File: src/design/ocp_pkg.sv
// Shared types and constants of the order crossover permutation unit.
`default_nettype none

package ocp_pkg;

  // Fixed widths of the configuration register and of the port fields.
  localparam int unsigned CFG_W = 7;
  localparam int unsigned CUT_W = 6;
  localparam int unsigned POS_W = 6;

  // Permutation length after reset.
  localparam logic [CFG_W-1:0] PERM_LENGTH_RESET = 7'd64;

  // Commands from the controller to the datapath.
  typedef struct packed {
    logic load;          // store one parent gene pair
    logic build_init;    // set up cuts, pointers and clear valid bits
    logic copy_wr;       // write one first-parent slice gene into the child
    logic cnt_inc;       // advance the slice or output counter
    logic gene_capture;  // latch a second-parent gene and restart the slice scan
    logic fill_wr;       // place the latched gene at the fill position
    logic gene_adv;      // step to the next second-parent gene
    logic out_init;      // rewind the counter for the child run
    logic out_rd;        // read one child position for output
  } cmd_t;

  // Status from the datapath to the controller.
  typedef struct packed {
    logic final_item;    // the item being loaded is the last position
    logic at_hi;         // counter sits on the high cut
    logic scan_match;    // scanned slice entry equals the latched gene
    logic gene_last;     // last second-parent gene is being handled
    logic out_last;      // counter sits on the last child position
  } status_t;

endpackage

`default_nettype wire

File: src/design/ocp_ram.sv
// Generic single write port, single read port RAM with registered read data.
`default_nettype none

module ocp_ram #(
  parameter int unsigned WIDTH = 8,
  parameter int unsigned DEPTH = 64
) (
  input  wire logic                     clk_i,
  input  wire logic                     we_i,
  input  wire logic [$clog2(DEPTH)-1:0] waddr_i,
  input  wire logic [WIDTH-1:0]         wdata_i,
  input  wire logic [$clog2(DEPTH)-1:0] raddr_i,
  output logic      [WIDTH-1:0]         rdata_o
);

  logic [WIDTH-1:0] mem_q [DEPTH];

  always_ff @(posedge clk_i) begin
    if (we_i) begin
      mem_q[waddr_i] <= wdata_i;
    end
    rdata_o <= mem_q[raddr_i];
  end

endmodule

`default_nettype wire

File: src/design/ocp_datapath.sv
// Datapath of the order crossover unit: parent and child stores, pointers, output stage.
`default_nettype none

module ocp_datapath #(
  parameter int unsigned MAX_GENES  = 64,
  parameter int unsigned GENE_WIDTH = 8
) (
  input  wire logic                       clk_i,
  input  wire logic                       rst_ni,
  input  wire logic                       cfg_we_i,
  input  wire logic [ocp_pkg::CFG_W-1:0]  cfg_data_i,
  input  wire logic [GENE_WIDTH-1:0]      gene_first_parent_i,
  input  wire logic [GENE_WIDTH-1:0]      gene_second_parent_i,
  input  wire logic [ocp_pkg::CUT_W-1:0]  cut_a_i,
  input  wire logic [ocp_pkg::CUT_W-1:0]  cut_b_i,
  input  wire ocp_pkg::cmd_t              cmd_i,
  output ocp_pkg::status_t                status_o,
  output logic                            child_valid_o,
  output logic      [GENE_WIDTH-1:0]      child_gene_o,
  output logic      [ocp_pkg::POS_W-1:0]  child_position_o,
  output logic                            last_gene_o
);

  import ocp_pkg::*;

  localparam int unsigned IDX_W = $clog2(MAX_GENES);
  localparam int unsigned LEN_W = $clog2(MAX_GENES + 1);

  function automatic logic [IDX_W-1:0] wrap_inc(input logic [IDX_W-1:0] v,
                                                input logic [IDX_W-1:0] lim);
    logic [IDX_W-1:0] r;
    r = (v == lim) ? '0 : IDX_W'(v + 1'b1);
    return r;
  endfunction

  logic [CFG_W-1:0]     perm_length_q, perm_length_d;
  logic [IDX_W-1:0]     load_pos_q, load_pos_d;
  logic [MAX_GENES-1:0] valid_q, valid_d;
  logic                 out_pend_q, out_pend_d;

  logic [IDX_W-1:0]     lo_q, lo_d, hi_q, hi_d;
  logic [IDX_W-1:0]     cnt_q, cnt_d, src_q, src_d, pos_q, pos_d, k_q, k_d;
  logic [GENE_WIDTH-1:0] g_q, g_d;
  logic [IDX_W-1:0]     out_pos_q, out_pos_d;
  logic                 out_last_q, out_last_d, out_vld_q, out_vld_d;

  logic [LEN_W-1:0]     len_act, len_m1;
  logic [IDX_W-1:0]     last_idx;
  logic [CUT_W-1:0]     lo_raw, hi_raw;
  logic [IDX_W-1:0]     lo_cl, hi_cl;
  logic                 final_item;

  logic [GENE_WIDTH-1:0] fp_rd, sp_rd, child_rd;
  logic                  child_we;
  logic [IDX_W-1:0]      child_waddr;
  logic [GENE_WIDTH-1:0] child_wdata;

  // Length in use: zero acts as one, values above the capacity saturate.
  always_comb begin
    if (perm_length_q == '0) begin
      len_act = LEN_W'(1);
    end else if (perm_length_q > CFG_W'(MAX_GENES)) begin
      len_act = LEN_W'(MAX_GENES);
    end else begin
      len_act = perm_length_q[LEN_W-1:0];
    end
    len_m1   = len_act - LEN_W'(1);
    last_idx = len_m1[IDX_W-1:0];
  end

  assign final_item = (LEN_W'(load_pos_q) + LEN_W'(1)) >= len_act;

  // Order the cuts, then clamp each to the last position.
  always_comb begin
    lo_raw = (cut_a_i < cut_b_i) ? cut_a_i : cut_b_i;
    hi_raw = (cut_a_i < cut_b_i) ? cut_b_i : cut_a_i;
    lo_cl  = (lo_raw > CUT_W'(last_idx)) ? last_idx : lo_raw[IDX_W-1:0];
    hi_cl  = (hi_raw > CUT_W'(last_idx)) ? last_idx : hi_raw[IDX_W-1:0];
  end

  ocp_ram #(.WIDTH(GENE_WIDTH), .DEPTH(MAX_GENES)) u_first_ram (
    .clk_i   (clk_i),
    .we_i    (cmd_i.load),
    .waddr_i (load_pos_q),
    .wdata_i (gene_first_parent_i),
    .raddr_i (cnt_q),
    .rdata_o (fp_rd)
  );

  ocp_ram #(.WIDTH(GENE_WIDTH), .DEPTH(MAX_GENES)) u_second_ram (
    .clk_i   (clk_i),
    .we_i    (cmd_i.load),
    .waddr_i (load_pos_q),
    .wdata_i (gene_second_parent_i),
    .raddr_i (src_q),
    .rdata_o (sp_rd)
  );

  assign child_we    = cmd_i.copy_wr | cmd_i.fill_wr;
  assign child_waddr = cmd_i.fill_wr ? pos_q : cnt_q;
  assign child_wdata = cmd_i.fill_wr ? g_q : fp_rd;

  ocp_ram #(.WIDTH(GENE_WIDTH), .DEPTH(MAX_GENES)) u_child_ram (
    .clk_i   (clk_i),
    .we_i    (child_we),
    .waddr_i (child_waddr),
    .wdata_i (child_wdata),
    .raddr_i (cnt_q),
    .rdata_o (child_rd)
  );

  always_comb begin
    perm_length_d = perm_length_q;
    load_pos_d    = load_pos_q;
    valid_d       = valid_q;
    out_pend_d    = 1'b0;
    lo_d          = lo_q;
    hi_d          = hi_q;
    cnt_d         = cnt_q;
    src_d         = src_q;
    pos_d         = pos_q;
    k_d           = k_q;
    g_d           = g_q;
    out_pos_d     = out_pos_q;
    out_last_d    = out_last_q;
    out_vld_d     = out_vld_q;

    if (cfg_we_i) begin
      perm_length_d = cfg_data_i;
    end
    if (cmd_i.load) begin
      load_pos_d = final_item ? '0 : IDX_W'(load_pos_q + 1'b1);
    end
    if (cmd_i.build_init) begin
      valid_d = '0;
      lo_d    = lo_cl;
      hi_d    = hi_cl;
      cnt_d   = lo_cl;
      src_d   = wrap_inc(hi_cl, last_idx);
      pos_d   = wrap_inc(hi_cl, last_idx);
      k_d     = '0;
    end
    if (cmd_i.copy_wr) begin
      valid_d[cnt_q] = 1'b1;
    end
    if (cmd_i.cnt_inc) begin
      cnt_d = IDX_W'(cnt_q + 1'b1);
    end
    if (cmd_i.gene_capture) begin
      g_d   = sp_rd;
      cnt_d = lo_q;
    end
    if (cmd_i.fill_wr) begin
      valid_d[pos_q] = 1'b1;
      pos_d          = wrap_inc(pos_q, last_idx);
    end
    if (cmd_i.gene_adv) begin
      k_d   = IDX_W'(k_q + 1'b1);
      src_d = wrap_inc(src_q, last_idx);
    end
    if (cmd_i.out_init) begin
      cnt_d = '0;
    end
    if (cmd_i.out_rd) begin
      out_pend_d = 1'b1;
      out_pos_d  = cnt_q;
      out_last_d = (cnt_q == last_idx);
      out_vld_d  = valid_q[cnt_q];
    end
  end

  always_ff @(posedge clk_i or negedge rst_ni) begin
    if (!rst_ni) begin
      perm_length_q <= PERM_LENGTH_RESET;
      load_pos_q    <= '0;
      valid_q       <= '0;
      out_pend_q    <= 1'b0;
    end else begin
      perm_length_q <= perm_length_d;
      load_pos_q    <= load_pos_d;
      valid_q       <= valid_d;
      out_pend_q    <= out_pend_d;
    end
  end

  always_ff @(posedge clk_i) begin
    lo_q       <= lo_d;
    hi_q       <= hi_d;
    cnt_q      <= cnt_d;
    src_q      <= src_d;
    pos_q      <= pos_d;
    k_q        <= k_d;
    g_q        <= g_d;
    out_pos_q  <= out_pos_d;
    out_last_q <= out_last_d;
    out_vld_q  <= out_vld_d;
  end

  assign status_o.final_item = final_item;
  assign status_o.at_hi      = (cnt_q == hi_q);
  assign status_o.scan_match = (child_rd == g_q);
  assign status_o.gene_last  = (k_q == last_idx);
  assign status_o.out_last   = (cnt_q == last_idx);

  assign child_valid_o    = out_pend_q;
  assign child_gene_o     = out_vld_q ? child_rd : '0;
  assign child_position_o = POS_W'(out_pos_q);
  assign last_gene_o      = out_last_q;

endmodule

`default_nettype wire

File: src/design/ocp_controller.sv
// Controller state machine that sequences loading, slice copy, fill and output.
`default_nettype none

module ocp_controller (
  input  wire logic             clk_i,
  input  wire logic             rst_ni,
  input  wire logic             start_i,
  input  wire ocp_pkg::status_t status_i,
  output ocp_pkg::cmd_t         cmd_o,
  output logic                  busy_o
);

  import ocp_pkg::*;

  typedef enum logic [9:0] {
    S_IDLE     = 10'b00_0000_0001,
    S_COPY_RD  = 10'b00_0000_0010,
    S_COPY_WR  = 10'b00_0000_0100,
    S_FILL_RD  = 10'b00_0000_1000,
    S_FILL_G   = 10'b00_0001_0000,
    S_SCAN_RD  = 10'b00_0010_0000,
    S_SCAN_CMP = 10'b00_0100_0000,
    S_WRITE    = 10'b00_1000_0000,
    S_ADV      = 10'b01_0000_0000,
    S_OUT      = 10'b10_0000_0000
  } state_e;

  state_e state_q, state_d;

  always_comb begin
    state_d = state_q;
    cmd_o   = '0;
    unique case (state_q)
      S_IDLE: begin
        if (start_i) begin
          cmd_o.load = 1'b1;
          if (status_i.final_item) begin
            cmd_o.build_init = 1'b1;
            state_d          = S_COPY_RD;
          end
        end
      end
      S_COPY_RD: begin
        state_d = S_COPY_WR;
      end
      S_COPY_WR: begin
        cmd_o.copy_wr = 1'b1;
        if (status_i.at_hi) begin
          state_d = S_FILL_RD;
        end else begin
          cmd_o.cnt_inc = 1'b1;
          state_d       = S_COPY_RD;
        end
      end
      S_FILL_RD: begin
        state_d = S_FILL_G;
      end
      S_FILL_G: begin
        cmd_o.gene_capture = 1'b1;
        state_d            = S_SCAN_RD;
      end
      S_SCAN_RD: begin
        state_d = S_SCAN_CMP;
      end
      S_SCAN_CMP: begin
        if (status_i.scan_match) begin
          state_d = S_ADV;
        end else if (status_i.at_hi) begin
          state_d = S_WRITE;
        end else begin
          cmd_o.cnt_inc = 1'b1;
          state_d       = S_SCAN_RD;
        end
      end
      S_WRITE: begin
        cmd_o.fill_wr = 1'b1;
        state_d       = S_ADV;
      end
      S_ADV: begin
        if (status_i.gene_last) begin
          cmd_o.out_init = 1'b1;
          state_d        = S_OUT;
        end else begin
          cmd_o.gene_adv = 1'b1;
          state_d        = S_FILL_RD;
        end
      end
      S_OUT: begin
        cmd_o.out_rd  = 1'b1;
        cmd_o.cnt_inc = 1'b1;
        if (status_i.out_last) begin
          state_d = S_IDLE;
        end
      end
      default: begin
        state_d = S_IDLE;
      end
    endcase
  end

  always_ff @(posedge clk_i or negedge rst_ni) begin
    if (!rst_ni) begin
      state_q <= S_IDLE;
    end else begin
      state_q <= state_d;
    end
  end

  assign busy_o = (state_q != S_IDLE);

endmodule

`default_nettype wire

File: src/design/order_crossover_permutation_unit.sv
// Top level of the order crossover (OX) permutation unit.
`default_nettype none

// The unit builds one child permutation from two parents by order crossover.
// Each start transaction loads one position of both parents, and busy
// stays low between loads. The transaction for the final position
// (perm_length - 1) also carries the two cut points and starts the build,
// during which busy is high. The build copies the first parent's slice,
// reading and then writing each slice gene, then walks the second parent
// once around starting after the slice. Each second-parent gene is read
// and latched, then compared with the slice entries, written to the next
// fill position if no entry matched, and then the walk advances; the
// comparison reads the child store through its single read port, reading
// and then comparing one slice entry at a time, and stops at the first
// match. The child then leaves as perm_length result transactions, one per
// cycle, the last one flagged by last_gene_o, with the final result
// appearing in the first cycle in which busy is low again. Results are
// shown for exactly one cycle under child_valid_o and cannot be held off,
// so the receiver must take every result when it appears. The length
// register accepts writes at any time but must only be changed while the
// unit is idle; 0 behaves as 1 and values above MAX_GENES behave as
// MAX_GENES. A child position that receives no gene, which only happens when
// the parents are not permutations of the same set, is reported as 0.

module order_crossover_permutation_unit #(
  parameter int unsigned MAX_GENES  = 64,
  parameter int unsigned GENE_WIDTH = 8
) (
  input  wire logic                      clk_i,
  input  wire logic                      rst_ni,
  // Item channel.
  input  wire logic                      start,
  output logic                           busy,
  input  wire logic [GENE_WIDTH-1:0]     gene_first_parent_i,
  input  wire logic [GENE_WIDTH-1:0]     gene_second_parent_i,
  input  wire logic [ocp_pkg::CUT_W-1:0] cut_a_i,
  input  wire logic [ocp_pkg::CUT_W-1:0] cut_b_i,
  // Length register write channel.
  input  wire logic                      cfg_valid_i,
  output logic                           cfg_ready_o,
  input  wire logic [ocp_pkg::CFG_W-1:0] cfg_perm_length_i,
  // Result channel.
  output logic                           child_valid_o,
  output logic      [GENE_WIDTH-1:0]     child_gene_o,
  output logic      [ocp_pkg::POS_W-1:0] child_position_o,
  output logic                           last_gene_o
);

  import ocp_pkg::*;

  cmd_t    cmd;
  status_t status;
  logic    start_acc;

  // The length register can always take a write.
  assign cfg_ready_o = 1'b1;

  // An item is taken only while the controller is not building a child.
  assign start_acc = start & ~busy;

  ocp_controller u_ctrl (
    .clk_i    (clk_i),
    .rst_ni   (rst_ni),
    .start_i  (start_acc),
    .status_i (status),
    .cmd_o    (cmd),
    .busy_o   (busy)
  );

  ocp_datapath #(
    .MAX_GENES  (MAX_GENES),
    .GENE_WIDTH (GENE_WIDTH)
  ) u_dp (
    .clk_i                (clk_i),
    .rst_ni               (rst_ni),
    .cfg_we_i             (cfg_valid_i & cfg_ready_o),
    .cfg_data_i           (cfg_perm_length_i),
    .gene_first_parent_i  (gene_first_parent_i),
    .gene_second_parent_i (gene_second_parent_i),
    .cut_a_i              (cut_a_i),
    .cut_b_i              (cut_b_i),
    .cmd_i                (cmd),
    .status_o             (status),
    .child_valid_o        (child_valid_o),
    .child_gene_o         (child_gene_o),
    .child_position_o     (child_position_o),
    .last_gene_o          (last_gene_o)
  );

endmodule

`default_nettype wire
File: config.mk
export PLATFORM = sky130hd
export DESIGN_NAME = order_crossover_permutation_unit
export DESIGN_NICKNAME = d
export VERILOG_FILES = /design/src/design/ocp_pkg.sv /design/src/design/ocp_ram.sv /design/src/design/ocp_datapath.sv /design/src/design/ocp_controller.sv /design/src/design/order_crossover_permutation_unit.sv
export SDC_FILE = /design/constraint.sdc
export NUM_CORES = 2
export LEC_CHECK = 0
export CAP_MARGIN = 20
export CORE_AREA = 5 5 388 390
export DETAILED_ROUTE_END_ITERATION = 7
export DIE_AREA = 0 0 393 395
export DONT_BUFFER_PORTS = 1
export HOLD_SLACK_MARGIN = 0.08
export PLACE_DENSITY = 0.7
export SETUP_SLACK_MARGIN = 0.3
export SLEW_MARGIN = 40
export SYNTH_ARGS = -nofsm -noshare
export SYNTH_HDL_FRONTEND = slang
export SYNTH_SLANG_ARGS = --single-unit
File: constraint.sdc
create_clock -name clk_i -period 6.2 [get_ports clk_i]
set_input_delay 0.31 -clock clk_i [delete_from_list [all_inputs] [get_ports clk_i]]
set_output_delay 0.31 -clock clk_i [all_outputs]
set_load 0.02 [all_outputs]
# ---- Word level (Yosys, flattened, before mapping)
# Memory sizes are Yosys's and may differ from the RTL's. A register that Yosys moved wholly into a read port is not among the register bits.
# Index checks and enable logic that the tools add are counted.
dict set report word_totals {
  ff_bits 140
  mem_bits_rw 1536
  out_inout_bits 18
  wordCells 124
  n_memories 3
}
dict set report op_classes {
  addsub 8
  magnitude_cmp 9
  n_eq_ne 21
  muxes 56
  n_bitwise 5
  n_reduce_logical 7
}
# memory words width read_ports rd_clocked_by_memory_dff wr line
set memory_table {}
lappend memory_table {u_dp.u_child_ram.mem_q 64 8 1 1 1 ocp_ram.sv:16} ;# logic [WIDTH-1:0] mem_q [DEPTH];
lappend memory_table {u_dp.u_first_ram.mem_q 64 8 1 1 1 ocp_ram.sv:16}
lappend memory_table {u_dp.u_second_ram.mem_q 64 8 1 1 1 ocp_ram.sv:16}
# operator count
set ops {}
lappend ops {{64-bit two-way mux} 3}
lappend ops {{64-bit OR} 2}
lappend ops {{6-bit two-way mux} 17}
lappend ops {{10-bit case mux with 10 select lines} 1}
lappend ops {{10-bit two-way mux} 4}
lappend ops {{6-bit by 1-bit adder with 6-bit output, second input constant} 6}
lappend ops {{6-bit == test} 6}
lappend ops {{8-bit two-way mux} 3}
lappend ops {{1-bit two-way mux} 17}
lappend ops {{6-bit by 7-bit < comparator with 1-bit output, second input constant} 2}
lappend ops {{7-bit two-way mux} 2}
lappend ops {{1-bit demux with 6-bit select} 2}
lappend ops {{6-bit by 1-bit >= comparator with 1-bit output, second input constant} 2}
lappend ops {{6-bit > comparator} 2}
lappend ops {{10-bit by 1-bit == test with 1-bit output, second input constant} 1}
lappend ops {{10-bit == test, second input constant} 1}
lappend ops {{10-bit by 2-bit == test with 1-bit output, second input constant} 1}
lappend ops {{10-bit by 3-bit == test with 1-bit output, second input constant} 1}
lappend ops {{10-bit by 4-bit == test with 1-bit output, second input constant} 1}
lappend ops {{10-bit by 5-bit == test with 1-bit output, second input constant} 1}
lappend ops {{10-bit by 6-bit == test with 1-bit output, second input constant} 1}
lappend ops {{10-bit by 7-bit == test with 1-bit output, second input constant} 1}
lappend ops {{10-bit by 8-bit == test with 1-bit output, second input constant} 1}
lappend ops {{10-bit by 9-bit == test with 1-bit output, second input constant} 1}
lappend ops {{other kinds (22)} 27}

# ---- Depth between registers and ports, before layout
dict set report depth {
  depth_word 12
  ltp_mapped 20
  depth_no_buf 19
}

# ---- Cells and area by module
# Synthesis repeated with hierarchy kept, for this count alone.
dict set report hier_totals {
  hier_cells 3663
  area_unflattened_um2 69142.6
}
# mod instances cells_each area_each_um2
set by_module_without_submodules {}
lappend by_module_without_submodules {ocp_ram 3 940 20166.8}
lappend by_module_without_submodules {ocp_datapath 1 766 7943.9}
lappend by_module_without_submodules {ocp_controller 1 74 673.1}
lappend by_module_without_submodules {order_crossover_permutation_unit 1 3 25.0}

# ---- Least setup slack after synthesis
# No wires, ideal clock.
dict set report synth_timing {
  path_type {reg-to-reg}
  startpoint {register u_dp.perm_length_q[3]}
  endpoint {register u_dp.pos_q[4] (data pin)}
  setup_time_ns 0.176
  arrival_time_ns 3.926
  setup_slack_ns 2.098
  path_stages_with_launch 18
  path_buffers 0
  synth_period_minus_slack_ns 4.102
  path_cell_list {dfrtp_1 nor3_1 a21oi_1 nor2_2 inv_1 ha_1 xor2_2 ha_1 inv_1 a21oi_1 o21ai_0 maj3_1 o21ai_2 mux2i_1 ha_1 nand2_1 xnor2_1 o32ai_1}
}
dict set report synth_via {
  elab_chain_len 10
}
# element line
set synth_rtl {}
lappend synth_rtl {{from (decl)} ocp_datapath.sv:36} ;# logic [CFG_W-1:0] perm_length_q, perm_length_d;
lappend synth_rtl {{from (signal assigned)} ocp_datapath.sv:179} ;# perm_length_q <= perm_length_d;
lappend synth_rtl {{7-bit > comparator} ocp_datapath.sv:62} ;# end else if (perm_length_q > CFG_W'(MAX_GENES)) begin
lappend synth_rtl {{7-bit two-way mux} ocp_datapath.sv:62}
lappend synth_rtl {{7-bit two-way mux *} ocp_datapath.sv:60} ;# if (perm_length_q == '0) begin
lappend synth_rtl {{6-bit by 1-bit subtractor with 6-bit output *} ocp_datapath.sv:67} ;# len_m1 = len_act - LEN_W'(1);
lappend synth_rtl {{6-bit > comparator} ocp_datapath.sv:78} ;# hi_cl = (hi_raw > CUT_W'(last_idx)) ? last_idx : hi_raw[IDX_W-1:0];
lappend synth_rtl {{6-bit two-way mux *} ocp_datapath.sv:78}
lappend synth_rtl {{named net u_dp.hi_cl[1]} ocp_datapath.sv:50} ;# logic [IDX_W-1:0] lo_cl, hi_cl;
lappend synth_rtl {{6-bit by 1-bit adder with 6-bit output / 6-bit == test (equally long branches)} ocp_datapath.sv:32} ;# r = (v == lim) ? '0 : IDX_W'(v + 1'b1);
lappend synth_rtl {{6-bit two-way mux *} ocp_datapath.sv:32}
lappend synth_rtl {{6-bit two-way mux *} ocp_datapath.sv:134} ;# if (cmd_i.build_init) begin
lappend synth_rtl {{6-bit two-way mux *} ocp_datapath.sv:153} ;# if (cmd_i.fill_wr) begin
lappend synth_rtl {{named net u_dp.pos_d[4]} ocp_datapath.sv:42} ;# logic [IDX_W-1:0] cnt_q, cnt_d, src_q, src_d, pos_q, pos_d, k_q, k_d;
lappend synth_rtl {{to (signal assigned)} ocp_datapath.sv:191} ;# pos_q <= pos_d;
lappend synth_rtl {{to (decl)} ocp_datapath.sv:42}
# Mark *: on every way through the listed nets, which the timed path passes. The rest lies on a longest branch. The select of a mux whose other input is x is not followed.
# A chain may end at the register's enable or synchronous reset.

# ---- Worst setup path after layout
# Ends and elaborated chain as after synthesis.

==> run_results.csv <==
group,metric,value,unit
yosys,synth_fa_ha_area_share,0.492,%
timing,hold_violations,0,
global_routing,grt_pass1_wl,245000,um
detailed_routing,ant_nets,0,
yosys,synth_xor_xnor_area_share,0.933,%
setup_path,reg2reg_from,"u_dp.perm_length_q[3]",
setup_path,reg2reg_slack,1510,ps
pwr,clkPwrFrac,33.1,%
yosys,mappedNetlistNets,3939,
detailed_routing,wl,167000,um
timing,maxSlewHeadroom,39.1,%
final_layout,final_cells,6034,
yosys,synth_cells,3875,
run_status,outcome,"finished clean",
placement,gp_congestion,0.865,
final_layout,fillers,11600,
placement,dp_hpwl,96900,um
pwr,leakage,0.0238,uW
pwr,vdd_drop_max,0.000321,V
setup_path,cp-start-kind,"flip-flop",
final_layout,drive_gt1_share,14.3,%
clock_network,clk-insertion-delay-late,780,ps
floorplanning,initial_utilization,44.7,%
timing,slew_viol_final,0,
yosys,synth.area.mux_share,4.97,%
setup_path,required,6690,ps
floorplanning,dieArea,155000,um^2
setup_path,crit_fanout,11,
job,max_cap_violations,0,
yosys,ys_ff_latch,1700,
setup_path,end_kind,"flip-flop",
setup_path,critical_path.startpoint,"u_dp.perm_length_q[3]",
pwr,netSwitchingPower,8740,uW
floorplanning,core,147000,um^2
global_routing,gr-usage-all-layers,21.1,%
yosys,synth.distinct_cells,75,
detailed_routing,drtIter0Drc,5001,
clock_network,cts_sinks,1700,
clock_network,cts_buffer_depth,3,
pwr,power,29600,uW
clock_network,clk_pin_slew,60,ps
clock_network,htreeDepth,4,
setup_path,path_class,"reg -> reg",
yosys,synth-edff-count,1582,
clock_network,cts_tree,"done",
timing,fin_crit,4690,ps
timing,setup-tns-final,0,ps
timing,worst_pin_slew,910,ps
final_layout,nets,4037,
final_layout,area_delta_synth_final,13.8,%
global_routing,grt_start_max_net_pins,89,
global_routing,grt_overflow_total,0,
yosys,ys.warnings.count,0,
timing,setup_viol,0,
pwr,pwr-share-comb,20.4,%
floorplanning,die_w,393,um
hold_path,holdCritPathClass,"in -> async",
yosys,syn_avg_cell_area,16.9,um^2
pwr,cellPowerDensity,397,nW/um^2
setup_path,rr_endpoint,"u_dp.pos_q[4]",
floorplanning,rows,141,
yosys,ys_seq_area_share,76.7,%
yosys,synth-simple-area-share,4.11,%
pwr,internal-power,20900,uW
setup_path,crit_arrival,5170,ps
timing,skew,26.7,ps
timing,rsz0062_at_grt,"no",
detailed_routing,vias_per_cell,6.24,
timing,post-route-period-util,75.6,%
timing,clock.fmax,213,MHz
yosys,synth-async-reset-ratio,5.18,%
detailed_routing,drc,0,
pwr,switching_share,29.5,%
floorplanning,ios,57,
detailed_routing,vias,37600,
clock_network,root_buffer,"clkbuf_16",
placement,dp_cells,5676,
yosys,synth_top_family_by_area,"compound AO/OA/AOI/OAI gates",
detailed_routing,wl_per_cell,27.6,um
yosys,synth_compound_area_share,11.2,%
pwr,seq_power_share,46.6,%
floorplanning,die_h,395,um
placement,port_buffers,0,
yosys,synth-main-ff-cell,"edfxtp_1",
clock_network,cts_made_buffers,162,
detailed_routing,dr.pass1.iters,8,
yosys,synth.cell_area,65600,um^2
global_routing,antenna_found_initial,2,
global_routing,grt_pass1_vias,37100,
setup_path,reg2regPathDepth,16,
==> logic make-up (layout without fill, tap and decap cells) <==
logic type,Yosys count,count (layout)
simple gates,573,573
fa+ha+maj,26,26
xor+xnor,69,69
buf+inv,260,488
other cells,1,2
mux,228,228
compound gates,1018,1018
flops,1700,1700
==> final cells by class <==
cell class | count | area (um^2) | area share [%]
sequential | 1700 | 50300 | 67.4
clock buffer | 220 | 4560 | 6.11
multi-input combinational | 1915 | 14700 | 19.7
timing repair buffer | 168 | 1880 | 2.52
antenna | 1 | 2.50 | 0.00335
clock inverter | 74 | 693 | 0.929
inverter | 26 | 97.6 | 0.131
tap | 1930 | 2410 | 3.24
==> how the worst max path moves through the flow <==
stage                             endpoint  slack (ps)  cells past startpoint
2_1_floorplan                u_dp.pos_q[4]        2100                     17
3_3_place_gp   u_dp.u_first_ram.rdata_o[2]        1550                      8
3_5_place_dp                 u_dp.pos_q[4]        1540                     16
4_1_cts                      u_dp.pos_q[4]        1500                     16
5_1_grt                      u_dp.pos_q[4]        1160                     16
6_report                     u_dp.pos_q[4]        1510                     16
==> per-layer routing <==
metal  vias to the layer above  track usage (%)  share of wire (%)
li1                      16100                -                  -
met1                     19200             29.3                 40
met2                      2049             33.2                 48
met3                       341             4.16                9.2
met4                         0             7.83                3.4
met5                         -                0                  0
==> worst max-delay path, cell delays in order, from the launching register on <==
cell	delay, ps
dfrtp_1	430
nor3_1	320
a21oi_1	130
nor2_2	440
inv_1	180
ha_1	290
o21ai_0	90
nand2_1	360
o22ai_1	280
o21ai_0	110
maj3_1	450
o21ai_2	350
mux2i_1	300
ha_1	220
nand2_1	70
xnor2_1	260
o32ai_1	130
==> cell usage in the layout (no fill, tap or decap), types with 28 or more instances in the layout <==
| master | synthesis | routed |
|---|---|---|
| clkinv_2 | 0 | 30 |
| edfxtp_1 | 1582 | 1582 |
| o221ai_1 | 77 | 77 |
| o22ai_1 | 58 | 52 |
| mux2_2 | 41 | 41 |
| a221oi_1 | 38 | 38 |
| xnor2_1 | 35 | 35 |
| a41oi_1 | 50 | 50 |
| nor2_2 | 1 | 41 |
| nor2_1 | 168 | 108 |
| clkbuf_1 | 148 | 39 |
| a21oi_1 | 139 | 139 |
| buf_4 | 1 | 90 |
| xor2_1 | 33 | 33 |
| clkbuf_16 | 0 | 171 |
| mux4_2 | 72 | 72 |
| nand2_1 | 190 | 179 |
| a22oi_1 | 471 | 471 |
| dfrtp_1 | 86 | 86 |
| dfxtp_1 | 30 | 28 |
| o21ai_0 | 57 | 57 |
| dlygate4sd3_1 | 0 | 44 |
| mux2i_1 | 112 | 112 |
| nand4_1 | 64 | 64 |
| a22o_1 | 38 | 38 |
| nand3_1 | 56 | 56 |
==> timing repair <==
action	CTS	global route
setup buffers	0	0
resized for setup	0	0
hold endpoints to repair	1147	0
hold buffers	61	0
==> stage by stage <==
stage | hold WS [ps] | util [%] | setup WS (ps) | area, um^2
after detailed placement | 16.7 | 46.6 | 1540 | 68400
after floorplan | 14.4 | - | 2100 | 65600
final | 160 | 50.9 | 1510 | 74600
after CTS | 89.4 | 50.8 | 1500 | 74600
after global placement | 16.6 | 46.4 | 1550 | 68100
after global routing | 177 | 50.8 | 1160 | 74600
==> state kept, by name, summed over array words and instances (netlist names) <==
signal,count
u_dp.cnt_q,6
u_dp.last_gene_o,1
u_dp.load_pos_q,6
u_dp.u_child_ram.rdata_o,8
u_dp.pos_q,6
u_dp.perm_length_q,7
u_dp.u_first_ram.rdata_o,8
u_dp.hi_q,6
u_dp.src_q,6
u_dp.lo_q,6
u_dp.u_first_ram.mem_q,512
u_dp.child_valid_o,1
u_ctrl.state_q,10
u_dp.u_child_ram.mem_q,512
u_dp.u_second_ram.rdata_o,8
u_dp.g_q,8
u_dp.out_vld_q,1
u_dp.k_q,6
u_dp.child_position_o,6
u_dp.u_second_ram.mem_q,512
u_dp.valid_q,64
==> synthesized netlist by cell type (35+ instances only) <==
cell type,count,area share (%)
nand4_1,64,0.61
mux2_2,41,0.70
nor2_1,168,0.96
buf_1,59,0.34
edfxtp_1,1582,72
a41oi_1,50,0.67
clkbuf_1,148,0.85
o221ai_1,77,1.0
dfrtp_1,86,3.3
a22o_1,38,0.51
mux4_2,72,2.5
a21oi_1,139,1.1
xnor2_1,35,0.47
mux2i_1,112,1.7
a221oi_1,38,0.51
nand3_1,56,0.43
o22ai_1,58,0.55
nand2_1,190,1.1
a22oi_1,471,5.4
o21ai_0,57,0.43
==> power groups by stage <==
stage	Combinational, uW	Sequential [uW]	Clock (uW)
after floorplan	3550	13800	0
final	6030	13800	9800
after detailed placement	5740	14000	0
after global routing	6380	13800	10400
after global placement	5580	14000	0
after CTS	5950	13800	9910
Power figures use the tool's default switching activity.
